==> config.mk <==
export PLATFORM = sky130hd
export DESIGN_NAME = utf8_stream_decoder_flat
export DESIGN_NICKNAME = d
export VERILOG_FILES = /design/src/design/u8sd_pkg.sv /design/src/design/u8sd_chan_if.sv /design/src/design/utf8_stream_decoder.sv /design/src/flat_wrapper.sv
export VERILOG_INCLUDE_DIRS = /design/src /design/src/design
export SDC_FILE = /design/constraint.sdc
export NUM_CORES = 1
export LEC_CHECK = 0
export BUFFER_PORTS_ARGS = -buffer_cell sky130_fd_sc_hd__buf_2
export CORE_ASPECT_RATIO = 1.1
export CORE_MARGIN = 2
export CORE_UTILIZATION = 50
export CTS_BUF_LIST = sky130_fd_sc_hd__clkbuf_16
export DETAILED_ROUTE_END_ITERATION = 10
export PLACE_DENSITY = 0.76
export SETUP_SLACK_MARGIN = 0.1
export SYNTH_ARGS = -nofsm -noshare
export SYNTH_HDL_FRONTEND = slang
export SYNTH_SLANG_ARGS = --single-unit
export TNS_END_PERCENT = 20
==> constraint.sdc <==
create_clock -name clk -period 3.5 [get_ports clk]
set_input_delay 0.525 -clock clk [delete_from_list [all_inputs] [get_ports clk]]
set_output_delay 0.525 -clock clk [all_outputs]
set_load 0.1 [all_outputs]
==> src/design/utf8_stream_decoder_assert.svh <==
// assertion macros for the utf8 stream decoder
// expects clk and arst_n in the scope of each use
`ifndef UTF8_STREAM_DECODER_ASSERT_SVH
`define UTF8_STREAM_DECODER_ASSERT_SVH

// same-cycle implication
`define U8SD_ASSERT_NOW(lbl, ante, cons, msg) \
	lbl: assert property (@(posedge clk) disable iff (!arst_n) (ante) |-> (cons)) \
		else $error(msg);

// next-cycle implication
`define U8SD_ASSERT_NEXT(lbl, ante, cons, msg) \
	lbl: assert property (@(posedge clk) disable iff (!arst_n) (ante) |=> (cons)) \
		else $error(msg);

`endif

==> src/design/u8sd_pkg.sv <==
// types and constants for the utf8 stream decoder
// no dependencies
`timescale 1ns / 1ps

package u8sd_pkg;

	localparam int unsigned ByteW = 8;
	localparam int unsigned CodeW = 21;
	localparam int unsigned PendW = 2;

	localparam logic [ByteW-1:0] LEAD2_MIN = 8'hC0;
	localparam logic [ByteW-1:0] LEAD3_MIN = 8'hE0;
	localparam logic [ByteW-1:0] LEAD4_MIN = 8'hF0;
	localparam logic [ByteW-1:0] LEAD_BAD_MIN = 8'hF8;
	localparam logic [ByteW-1:0] CONT_MARK = 8'h80;

	localparam logic [CodeW-1:0] MAX1 = 21'h00007F;
	localparam logic [CodeW-1:0] MAX2 = 21'h0007FF;
	localparam logic [CodeW-1:0] MAX3 = 21'h00FFFF;

	localparam logic [PendW-1:0] PEND_IDLE = 2'd0;
	localparam logic [PendW-1:0] PEND_ONE = 2'd1;
	localparam logic [PendW-1:0] PEND_TWO = 2'd2;
	localparam logic [PendW-1:0] PEND_THREE = 2'd3;

	typedef struct packed {
		logic [ByteW-1:0] text_byte;
		logic             final_byte;
	} in_item_t;

	typedef struct packed {
		logic [CodeW-1:0] code_point;
		logic             bad_sequence;
		logic             string_end;
	} out_item_t;

endpackage

==> src/design/u8sd_chan_if.sv <==
// valid/ready channel carrying one request payload
// payload type comes from u8sd_pkg at the point of use
`timescale 1ns / 1ps

interface u8sd_chan_if #(
	parameter type payload_t = logic
);
	logic     valid;
	logic     ready;
	payload_t payload;

	modport source (output valid, output payload, input ready);
	modport sink (input valid, input payload, output ready);
endinterface

==> src/design/utf8_stream_decoder.sv <==
// utf8 stream decoder top level: input register, decode state, result register
// depends on u8sd_pkg, u8sd_chan_if and utf8_stream_decoder_assert.svh
`timescale 1ns / 1ps

// A byte lands in the input register, is decoded there against the group state,
// and its result (if it makes one) is then written to the result register when that
// register is empty or being taken. The sustained rate is one byte per cycle while
// the result side keeps taking requests. The group state update in the input stage
// sets that rate: each byte needs the state the byte before it left.

`include "utf8_stream_decoder_assert.svh"

module utf8_stream_decoder (
	input logic clk,
	input logic arst_n,
	u8sd_chan_if.sink   in,
	u8sd_chan_if.source out
);

	logic                        valid_s1;
	u8sd_pkg::in_item_t          item_s1;
	logic                        out_valid_q;
	u8sd_pkg::out_item_t         out_item_q;

	logic [u8sd_pkg::ByteW-1:0]  lead_q;
	logic [u8sd_pkg::CodeW-1:0]  gathered_q;
	logic [u8sd_pkg::PendW-1:0]  pending_q;
	logic                        broken_q;

	logic [u8sd_pkg::ByteW-1:0]  lead_n;
	logic [u8sd_pkg::CodeW-1:0]  gathered_n;
	logic [u8sd_pkg::PendW-1:0]  pending_n;
	logic                        broken_n;

	logic                        adv_s1;
	logic                        emit;
	logic                        bad;
	logic [u8sd_pkg::CodeW-1:0]  code;
	logic [u8sd_pkg::ByteW-1:0]  b;
	logic [u8sd_pkg::ByteW-1:0]  c;
	logic                        fin;

	assign adv_s1 = !out_valid_q || out.ready;
	assign in.ready = !valid_s1 || adv_s1;
	assign out.valid = out_valid_q;
	assign out.payload = out_item_q;

	assign b = item_s1.text_byte;
	assign fin = item_s1.final_byte;
	assign c = b ^ u8sd_pkg::CONT_MARK;

	always_comb begin
		lead_n = lead_q;
		gathered_n = gathered_q;
		pending_n = pending_q;
		broken_n = broken_q;
		emit = 1'b0;
		bad = 1'b0;
		code = '0;
		if (pending_q == u8sd_pkg::PEND_IDLE) begin
			if (!b[7]) begin
				emit = 1'b1;
				code = {{(u8sd_pkg::CodeW-u8sd_pkg::ByteW){1'b0}}, b};
			end else if (b < u8sd_pkg::LEAD2_MIN) begin
				emit = 1'b1;
				bad = 1'b1;
			end else begin
				lead_n = b;
				gathered_n = {{(u8sd_pkg::CodeW-u8sd_pkg::ByteW){1'b0}}, b};
				if (b < u8sd_pkg::LEAD3_MIN) begin
					pending_n = u8sd_pkg::PEND_ONE;
				end else if (b < u8sd_pkg::LEAD4_MIN) begin
					pending_n = u8sd_pkg::PEND_TWO;
				end else begin
					pending_n = u8sd_pkg::PEND_THREE;
				end
				broken_n = (b >= u8sd_pkg::LEAD_BAD_MIN);
				if (fin) begin
					emit = 1'b1;
					bad = 1'b1;
				end
			end
		end else begin
			broken_n = broken_q || (c[7:6] != 2'b00);
			gathered_n = {gathered_q[u8sd_pkg::CodeW-7:0], c[5:0]};
			pending_n = pending_q - u8sd_pkg::PEND_ONE;
			if (pending_n == u8sd_pkg::PEND_IDLE) begin
				emit = 1'b1;
				bad = broken_n;
				if (lead_q < u8sd_pkg::LEAD3_MIN) begin
					code = {10'b0, gathered_n[10:0]};
					if (code <= u8sd_pkg::MAX1) begin
						bad = 1'b1;
					end
				end else if (lead_q < u8sd_pkg::LEAD4_MIN) begin
					code = {5'b0, gathered_n[15:0]};
					if (code <= u8sd_pkg::MAX2) begin
						bad = 1'b1;
					end
				end else begin
					code = gathered_n;
					if (lead_q >= u8sd_pkg::LEAD_BAD_MIN || code <= u8sd_pkg::MAX3) begin
						bad = 1'b1;
					end
				end
			end else if (fin) begin
				emit = 1'b1;
				bad = 1'b1;
			end
		end
		if (emit && (fin || pending_n == u8sd_pkg::PEND_IDLE)) begin
			lead_n = '0;
			gathered_n = '0;
			pending_n = u8sd_pkg::PEND_IDLE;
			broken_n = 1'b0;
		end
		if (bad) begin
			code = '0;
		end
	end

	// input stage and decode state
	always_ff @(posedge clk or negedge arst_n) begin
		if (!arst_n) begin
			valid_s1 <= 1'b0;
			lead_q <= '0;
			gathered_q <= '0;
			pending_q <= u8sd_pkg::PEND_IDLE;
			broken_q <= 1'b0;
		end else begin
			if (in.ready) begin
				valid_s1 <= in.valid;
			end
			if (valid_s1 && adv_s1) begin
				lead_q <= lead_n;
				gathered_q <= gathered_n;
				pending_q <= pending_n;
				broken_q <= broken_n;
			end
		end
	end

	always_ff @(posedge clk) begin
		if (in.valid && in.ready) begin
			item_s1 <= in.payload;
		end
	end

	// result register
	always_ff @(posedge clk or negedge arst_n) begin
		if (!arst_n) begin
			out_valid_q <= 1'b0;
		end else if (adv_s1) begin
			out_valid_q <= valid_s1 && emit;
		end
	end

	always_ff @(posedge clk) begin
		if (adv_s1 && valid_s1 && emit) begin
			out_item_q.code_point <= code;
			out_item_q.bad_sequence <= bad;
			out_item_q.string_end <= fin;
		end
	end

	`U8SD_ASSERT_NOW(a_pend_has_lead, pending_q != u8sd_pkg::PEND_IDLE, lead_q >= u8sd_pkg::LEAD2_MIN, "group pending without a lead byte")
	`U8SD_ASSERT_NOW(a_four_byte_lead, pending_q == u8sd_pkg::PEND_THREE, lead_q >= u8sd_pkg::LEAD4_MIN, "three bytes pending on a short lead")
	`U8SD_ASSERT_NOW(a_idle_clean, pending_q == u8sd_pkg::PEND_IDLE, !broken_q, "error flag held while idle")
	`U8SD_ASSERT_NOW(a_bad_zero, out_valid_q && out_item_q.bad_sequence, out_item_q.code_point == '0, "error result carries a code")
	`U8SD_ASSERT_NEXT(a_final_idle, valid_s1 && adv_s1 && fin, pending_q == u8sd_pkg::PEND_IDLE, "decoder not idle after final byte")

endmodule

==> src/flat_wrapper.sv <==
// flat-port wrapper written by rule: the top's interface ports become plain ports
module utf8_stream_decoder_flat import u8sd_pkg::*;
  (clk, arst_n, in_valid, in_payload, in_ready, out_valid, out_payload, out_ready);
  u8sd_chan_if #(.payload_t(in_item_t)) in_i ();
  u8sd_chan_if #(.payload_t(out_item_t)) out_i ();
  input logic clk;
  input logic arst_n;
  input wire logic [$bits(in_i.valid)-1:0] in_valid;
  input wire logic [$bits(in_i.payload)-1:0] in_payload;
  output wire logic [$bits(in_i.ready)-1:0] in_ready;
  output wire logic [$bits(out_i.valid)-1:0] out_valid;
  output wire logic [$bits(out_i.payload)-1:0] out_payload;
  input wire logic [$bits(out_i.ready)-1:0] out_ready;
  assign in_i.valid = in_valid;
  assign in_i.payload = in_payload;
  assign in_ready = in_i.ready;
  assign out_valid = out_i.valid;
  assign out_payload = out_i.payload;
  assign out_i.ready = out_ready;
  utf8_stream_decoder u_core (.clk(clk), .arst_n(arst_n), .in(in_i), .out(out_i));
endmodule
After elaboration in Yosys (flattened, before gate mapping). Cells that the tools add are included.

Bits in registers: 60. Input bits: 13. Output and inout bits: 25. Word-level logic and storage cells: 82.

$add $sub $neg: 1. $lt $le $gt $ge: 10. Equality and inequality tests: 3. Multiplexer cells: 36. Bitwise gates (word level): 1. Reduce and logical (&&, ||, !) cells: 20.

Operators by type and width (count): 2-to-1 mux 21 bit (4); 2-to-1 mux 15 bit (4); < comparator 8 bit, second input constant (5); 2-to-1 mux 8 bit (4); less-or-equal comparator 21 x 16 -> 1 bit, second input constant (1); 2-to-1 mux 1 bit (18); >= comparator 8 bit, second input constant (2); less-or-equal comparator 16 x 11 -> 1 bit, second input constant (1); less-or-equal comparator 11 x 7 -> 1 bit, second input constant (1); 2-to-1 mux 2 bit (5); 2-to-1 mux 7 bit (1); zero test 2 bit (3); nonzero test 2 bit (3); logical AND 1 bit (5); logical OR 1 bit (5); AND reduction 4 bit (1); != test 3 x 2 -> 1 bit, second input constant (1); != test 3 bit, second input constant (1); AND reduction 3 bit (1); zero test 1 bit (2); != test 2 bit, second input constant (1); subtractor 2 x 1 -> 2 bit, second input constant (1); NOT 1 bit (1).

Logic depth before layout (Yosys ltp). Gate-level depths: netlist of the first run.

Word-level depth: 11. Mapped depth: 6.

Worst setup path after synthesis of the first run. Ideal clock, no wire load.

Path type: register to register. Start point: reg u_core.out_valid_q (netlist: u_core.out.valid). End point: reg u_core.item_s1, in the netlist u_core.b[0] (enable). Arrival time: 2.532 ns. Data required time: 3.213 ns. Setup slack: 0.682 ns. Stages on the path, launching flop included: 3. Buffers on the path: 0. Period minus slack after synthesis: 2.818 ns. Cell sequence: dfrtp_1 nand3b_1 and2_1.

Longest elaborated chain between the ends: 4.

RTL lines: from (decl) (RTL line utf8_stream_decoder.sv:22) `logic out_valid_q;`; from (signal assigned) (RTL line utf8_stream_decoder.sv:154) `out_valid_q <= valid_s1 && emit;`; zero test 1 bit (RTL line utf8_stream_decoder.sv:43) `assign adv_s1 = !out_valid_q || out.ready;`; logical OR 1 bit (RTL line utf8_stream_decoder.sv:43); logical OR 1 bit (RTL line utf8_stream_decoder.sv:44) `assign in.ready = !valid_s1 || adv_s1;`; net in_ready (RTL line flat_wrapper.sv:10) `output wire logic [$bits(in_i.ready)-1:0] in_ready;`; logical AND 1 bit (RTL line utf8_stream_decoder.sv:144) `if (in.valid && in.ready) begin`; to (signal assigned) (RTL line utf8_stream_decoder.sv:145) `item_s1 <= in.payload;`; to (decl) (RTL line utf8_stream_decoder.sv:21) `u8sd_pkg::in_item_t item_s1;`.

The timed path passes the listed nets, and every way through them passes these cells. A chain may end at the register's enable or synchronous reset.

Worst setup path after layout of the first run.
Start point: reg u_core.pending_q[0] in the netlist's numbering. End point: reg u_core.out_item_q, in the netlist u_core.out.payload[15] (enable).

Longest elaborated chain between the ends: 5. Elaborated cells between the ends (all ways): 6. Those cells by class: 1 x add/sub; 2 x mux; 3 x reduce/logical.

RTL lines: from (decl) (RTL line utf8_stream_decoder.sv:27) `logic [u8sd_pkg::PendW-1:0] pending_q;`; from (signal assigned) (RTL line utf8_stream_decoder.sv:128) `pending_q <= u8sd_pkg::PEND_IDLE;`; from (signal assigned) (RTL line utf8_stream_decoder.sv:137) `pending_q <= pending_n;`; subtractor 2 x 1 -> 2 bit (RTL line utf8_stream_decoder.sv:86) `pending_n = pending_q - u8sd_pkg::PEND_ONE;`; zero test 2 bit (RTL line utf8_stream_decoder.sv:87) `if (pending_n == u8sd_pkg::PEND_IDLE) begin`; 2-to-1 mux 1 bit (RTL line utf8_stream_decoder.sv:87); 2-to-1 mux 1 bit * (RTL line utf8_stream_decoder.sv:60) `if (pending_q == u8sd_pkg::PEND_IDLE) begin`; logical AND 1 bit * (RTL line utf8_stream_decoder.sv:159) `if (adv_s1 && valid_s1 && emit) begin`; to (decl) (RTL line utf8_stream_decoder.sv:23) `u8sd_pkg::out_item_t out_item_q;`.

Mark *: on every way between the ends. The rest lies on a longest branch, timed or not.

==> out/qor.csv, run 1 <==
metric,value,unit
reg2reg_depth,5,
cts_tree,done,
antenna_found_initial,0,
cts_made_buffers,9,
synth_top_area_share,40.6,%
synth.top_cells.by_count,"nand2_1, edfxtp_1, dfrtp_1",
yosysSeqAreaShare,67.0,%
core,0.00459,mm^2
power_density,717,mW/mm^2
antennaDiodeCount,0,
hold_violations,0,
cp-start-kind,register,
io_pins,38,
wl_per_cell,14.5,um
tightest_slew,0.753,ns
p_clk_share,39.5,%
synth_area,0.00237,mm^2
first_iter_violations,164,
route.detailed.drc,0,
setup_violations,0,
yosysMostFrequentCell,nand2_1,
cp_num_buf_inv,2,
skew,0.00608,ns
overflow,0,
path_class,reg -> reg,
die_y,76.2,um
cts_buffer_depth,2,
cp_slowest_cell,dfrtp_1,
yosysTopAreaCell,edfxtp_1,
crit_chain,"nand3b_1, a21oi_1, buf_4, nor2_2, buf_4",
maxSlewHeadroom,49.3,%
max-vdd-ir-drop,0.548,mV
synthFlopType,edfxtp_1,
final_nets,248,
fillers,344,
yosysUniqueCellTypes,36,
port-buffer-count,37,
synth_cells,194,
wl,4290,um
syn_to_final_growth,22.0,%
fin_crit,1.92,ns
power.internal,1.40,mW
cp_common_cell,buf_4,
viasPerCell,5.46,
ys_seq_elements,57,
async_reset_ff_share,43.9,%
gp_congestion,0.786,
grt_pass1_vias,1459,
pwr-share-comb,20.3,%
cts_setup_buffers,0,
cap_violations,0,
root_buffer,clkbuf_16,
die_w,69.6,um
detail-route-antenna-nets,0,
finalSetupTns,0,ns
hpwl,3000,um
htreeDepth,3,
netSwitchingFraction,32.4,%
hold_path.class,in -> async,
reg2reg_from,u_core.pending_q[0]$_DFFE_PN0P_,
path_max_fanout,15,
p_seq_share,40.2,%
regToRegSetupSlack,1.58,ns
fmax,0.522,GHz
whs,0.198,ns
grt_pass1_wl,7150,um
syn-num-nets,207,
final_layout_size_suffix_gt1_share,26.7,%
clock-sinks,57,
pre_cts_ws,1.57,ns
critPathMaxStageDelay,0.49,ns
crit_family,simple AND/OR/NAND/NOR gates,
final.setup.worst_slack,1.58,ns
cts-hold-fix-buffers,0,
initial_core_util,51.6,%
p_leak,1.20,nW
p_switching,671,uW
grt_start_max_net_pins,34,
min_period_over_period,54.8,%
drv_slew,0,
synth-edff-count,32,
rows,26,
num_vias,1615,
status,completed,
grt.total_usage,18.1,%
yosys_warnings,0,
required,3.51,ns
rsz0062_at_grt,no,
synth_area_leaders,"edfxtp_1, dfrtp_1, nand2_1",
crit_arrival,1.93,ns
die_area,0.00530,mm^2
cts_resized,0,
endpoint_kind,register,
syn_area_per_cell,12.2,um^2
path_clk_slew,0.05,ns
first_pass_iters,4,
rr_endpoint,u_core.out.payload[15]$_SDFFCE_PP0P_,
worstSkewPairLatency,0.32,ns
-- state kept, by name, indices dropped and copies added, names as in the netlist --
register / cells
u_core.pending_q: 2
u_core.lead_q: 5
u_core.fin: 1
u_core.broken_q: 1
u_core.out.payload: 23
u_core.out.valid: 1
u_core.valid_s1: 1
u_core.b: 8
u_core.gathered_q: 15
-- layer usage --
metal	share of wire (%)	track usage (%)
met1	43	23.3
met3	4.5	7.01
met4	1.6	8.82
met2	51	26.8
met5	0	0
-- final cells by class --
type	instances	area [um^2]	share of cell area [%]
Clock buffer	9	225	7.80
Clock inverter	7	61.3	2.12
Sequential cell	57	1590	54.9
Timing Repair Buffer	40	208	7.19
Inverter	3	11.3	0.390
Tap cell	56	70.1	2.43
Multi-Input combinational cell	124	726	25.1
-- worst register-to-register path, delay by kind of cell (launching register included) --
| kind | cells | cell delay [ns] |
|---|---|---|
| DFF | 1 | 0.49 |
| AOI/OAI and AO/OA | 1 | 0.07 |
| and+or+nand+nor | 2 | 0.55 |
| buffers and inverters | 2 | 0.50 |
-- layout by cell type, fill, tap and decap left out, types with 5 or more instances in the layout --
cell,instances
a21oi_1,5
a21boi_1,5
edfxtp_1,32
buf_2,37
clkbuf_16,9
dfrtp_1,25
nand2_1,35
and3_1,6
nand2b_1,5
o21ai_0,20
and2_1,6
nor2_1,6
-- worst max-delay path by stage --
| stage | start | end | slack (ns) | cells past startpoint |
|---|---|---|---|---|
| final | u_core.pending_q[0]$_DFFE_PN0P_ | u_core.out.payload[15]$_SDFFCE_PP0P_ | 1.58 | 5 |
| after CTS | u_core.pending_q[0]$_DFFE_PN0P_ | u_core.out.payload[15]$_SDFFCE_PP0P_ | 1.57 | 5 |
| after floorplan | u_core.out.valid$_DFFE_PN0P_ | u_core.b[0]$_DFFE_PP_ | 0.68 | 2 |
| after global routing | u_core.gathered_q[11]$_DFFE_PN0P_ | u_core.out.payload[3]$_SDFFCE_PP0P_ | 1.46 | 4 |
| after global placement | out_ready | u_core.out.payload[20]$_SDFFCE_PP0P_ | 1.63 | 5 |
| after detailed placement | u_core.pending_q[0]$_DFFE_PN0P_ | u_core.out.payload[20]$_SDFFCE_PP0P_ | 1.57 | 5 |
-- cells by family (layout without fill, tap and decap cells) --
| logic type | Yosys count | in the layout | synth area share (%) |
|---|---|---|---|
| AOI/OAI and AO/OA | 47 | 47 | 13.3 |
| buffers and inverters | 13 | 59 | 2.43 |
| DFF | 57 | 57 | 67.0 |
| muxes | 2 | 2 | 0.951 |
| and+or+nand+nor | 75 | 75 | 16.3 |
-- power by group through the flow --
stage / Clock, mW / Sequential (mW) / Combinational (mW)
global placement: 0 / 0.842 / 0.416
global route: 0.870 / 0.841 / 0.441
floorplan: 0 / 1.07 / 0.122
detailed placement: 0 / 0.844 / 0.421
finish: 0.819 / 0.832 / 0.420
CTS: 0.833 / 0.832 / 0.422
-- through the flow --
step | utilization (%) | area (um^2) | instances | power, mW
floorplan | - | 2370 | 194 | 1.19
detailed placement | 56.7 | 2600 | 280 | 1.26
finish | 63.0 | 2890 | 296 | 2.07
global placement | 56.7 | 2600 | 280 | 1.26
global route | 63.0 | 2890 | 296 | 2.15
CTS | 63.0 | 2890 | 296 | 2.09
Note: power is estimated with default switching activity, not from simulation.
==> inputs of run 2 (changes only) <==
- clock period: 3.5 -> 1.8 ns (I/O delays scaled with it)
==> out/qor.csv, run 2 (synthesis results as in run 1) <==
metric,value,unit
regToRegSetupSlack,0.11,ns
wl_per_cell,15.9,um
cts_buffer_depth,2,
detail-route-antenna-nets,0,
initial_core_util,51.6,%
wl,4870,um
num_vias,1694,
route.detailed.drc,0,
root_buffer,clkbuf_16,
multi_input_area,762,um^2
grt_pass1_vias,1654,
grt.met1_usage,24.3,%
endpoint_kind,register,
hpwl,3120,um
finalSetupTns,0,ns
fin_crit,1.69,ns
grt.total_usage,19.2,%
path_class,reg -> reg,
final_layout_size_suffix_gt1_share,30.3,%
viasPerCell,5.52,
htreeDepth,3,
final_cell_mix,"buf_2, nand2_1, edfxtp_1",
power_density,1320,mW/mm^2
whs,0.119,ns
critPathMaxStageDelay,0.47,ns
largest_reg_flops,23,
final_nets,259,
min_period_over_period,93.8,%
rows,26,
p_leak,1.26,nW
cp_slowest_cell,or3b_4,
required,1.97,ns
grtUsageMet2,29.1,%
tightest_slew,0.649,ns
maxSlewHeadroom,56.6,%
min_to,u_core.b[4]$_DFFE_PP_,
die_area,0.00530,mm^2
first_pass_iters,4,
busiest_layer,met2,
overflow,0,
syn_to_final_growth,25.6,%
fmax,0.592,GHz
reg2reg_from,u_core.b[6]$_DFFE_PP_,
antenna_found_initial,0,
seq_area,0.00159,mm^2
path_clk_slew,0.05,ns
path_max_fanout,6,
worstSkewPairLatency,0.33,ns
grt_pass1_wl,7660,um
cts_tree,done,
die_w,69.6,um
final_common_cell,buf_2,
grt_start_max_net_pins,34,
reg2reg_depth,4,
antennaDiodeCount,0,
gr-usage-met3,7.28,%
crit_arrival,1.86,ns
gp_congestion,0.844,
first_iter_violations,261,
skew,0.00825,ns
die_y,76.2,um
max-vdd-ir-drop,1.05,mV
setup_violations,0,
port-buffer-count,37,
hold_violations,0,
cap_violations,0,
hold_path.class,in -> reg,
status,completed,
cp-start-kind,register,
rr_endpoint,u_core.out.payload[4]$_SDFFCE_PP0P_,
hold_depth,1,
crit_chain,"or3b_4, nor4_4, o21ai_2, a21boi_1",
cts_made_buffers,9,
io_pins,38,
clock-sinks,57,
drv_slew,0,
fillers,375,
rsz0062_at_grt,yes,
core,0.00459,mm^2
hp-start,in_payload[5],
run 2: cell count changes in the layout (fill, tap and decap cells not counted), moves of 2 or more:
cell      previous run  this run
a21oi_1              5         3
a21oi_2              0         2
buf_4                3        12
clkinv_1             1         3
run 2: repair_timing:
item | CTS | global route
endpoints found under the setup margin | 4 | 40
buffers inserted | 0 | 2
gates resized for setup | 1 | 4
cloned | 0 | 1
pin swaps | 0 | 2
endpoints found under the hold margin | 25 | 0
hold buffers | 1 | 0
run 2: worst max path at each step:
stage	from	endpoint	slack (ns)	depth (start not counted)
2_1_floorplan	u_core.out.valid$_DFFE_PN0P_	u_core.b[0]$_DFFE_PP_	-0.38	2
3_3_place_gp	u_core.b[6]$_DFFE_PP_	u_core.out.payload[1]$_DFFE_PP_	0.12	4
3_5_place_dp	u_core.b[6]$_DFFE_PP_	u_core.out.payload[1]$_DFFE_PP_	0.07	4
4_1_cts	u_core.b[6]$_DFFE_PP_	u_core.out.payload[4]$_SDFFCE_PP0P_	0.07	4
5_1_grt	u_core.b[6]$_DFFE_PP_	u_core.out.payload[6]$_SDFFCE_PP0P_	0.04	4
6_report	u_core.b[6]$_DFFE_PP_	u_core.out.payload[4]$_SDFFCE_PP0P_	0.11	4
run 2: area by class of cell:
class | count | share of cell area (%)
Sequential cell | 57 | 53.5
Multi-Input combinational cell | 125 | 25.6
Timing Repair Buffer | 50 | 9.59
Clock buffer | 9 | 7.57
Tap cell | 56 | 2.36
Clock inverter | 7 | 1.01
Inverter | 3 | 0.379
run 2: per-layer routing:
metal / routed length, um / up-vias
met3: 267 / 11
met1: 2050 / 811
met2: 2460 / 55
met5: 0 / -
met4: 95 / 0
li1: - / 817
run 2: power by group:
part / switching, mW / internal, mW
Combinational: 0.703 / 0.163
Clock: 0.534 / 0.897
Sequential: 0.0825 / 1.54
Total: 1.32 / 2.59
run 2: worst max-delay path, delay by kind of cell, from the launching register on:
family	cells	cell delay [ns]
flip-flops	1	0.39
AO/OA/AOI/OAI	2	0.36
AND/OR/NAND/NOR	2	0.78
run 2: through the flow:
| stage | total power, mW | util [%] | instances | area, um^2 | setup WS (ns) |
|---|---|---|---|---|---|
| after global routing | 4.05 | 64.8 | 307 | 2970 | 0.0365 |
| final | 3.91 | 64.8 | 307 | 2970 | 0.111 |
| after CTS | 3.91 | 63.9 | 304 | 2930 | 0.0654 |
| after detailed placement | 2.48 | 58.1 | 287 | 2670 | 0.0658 |
| after global placement | 2.47 | 58.1 | 287 | 2670 | 0.117 |
| after floorplan | 2.32 | - | 194 | 2380 | -0.375 |
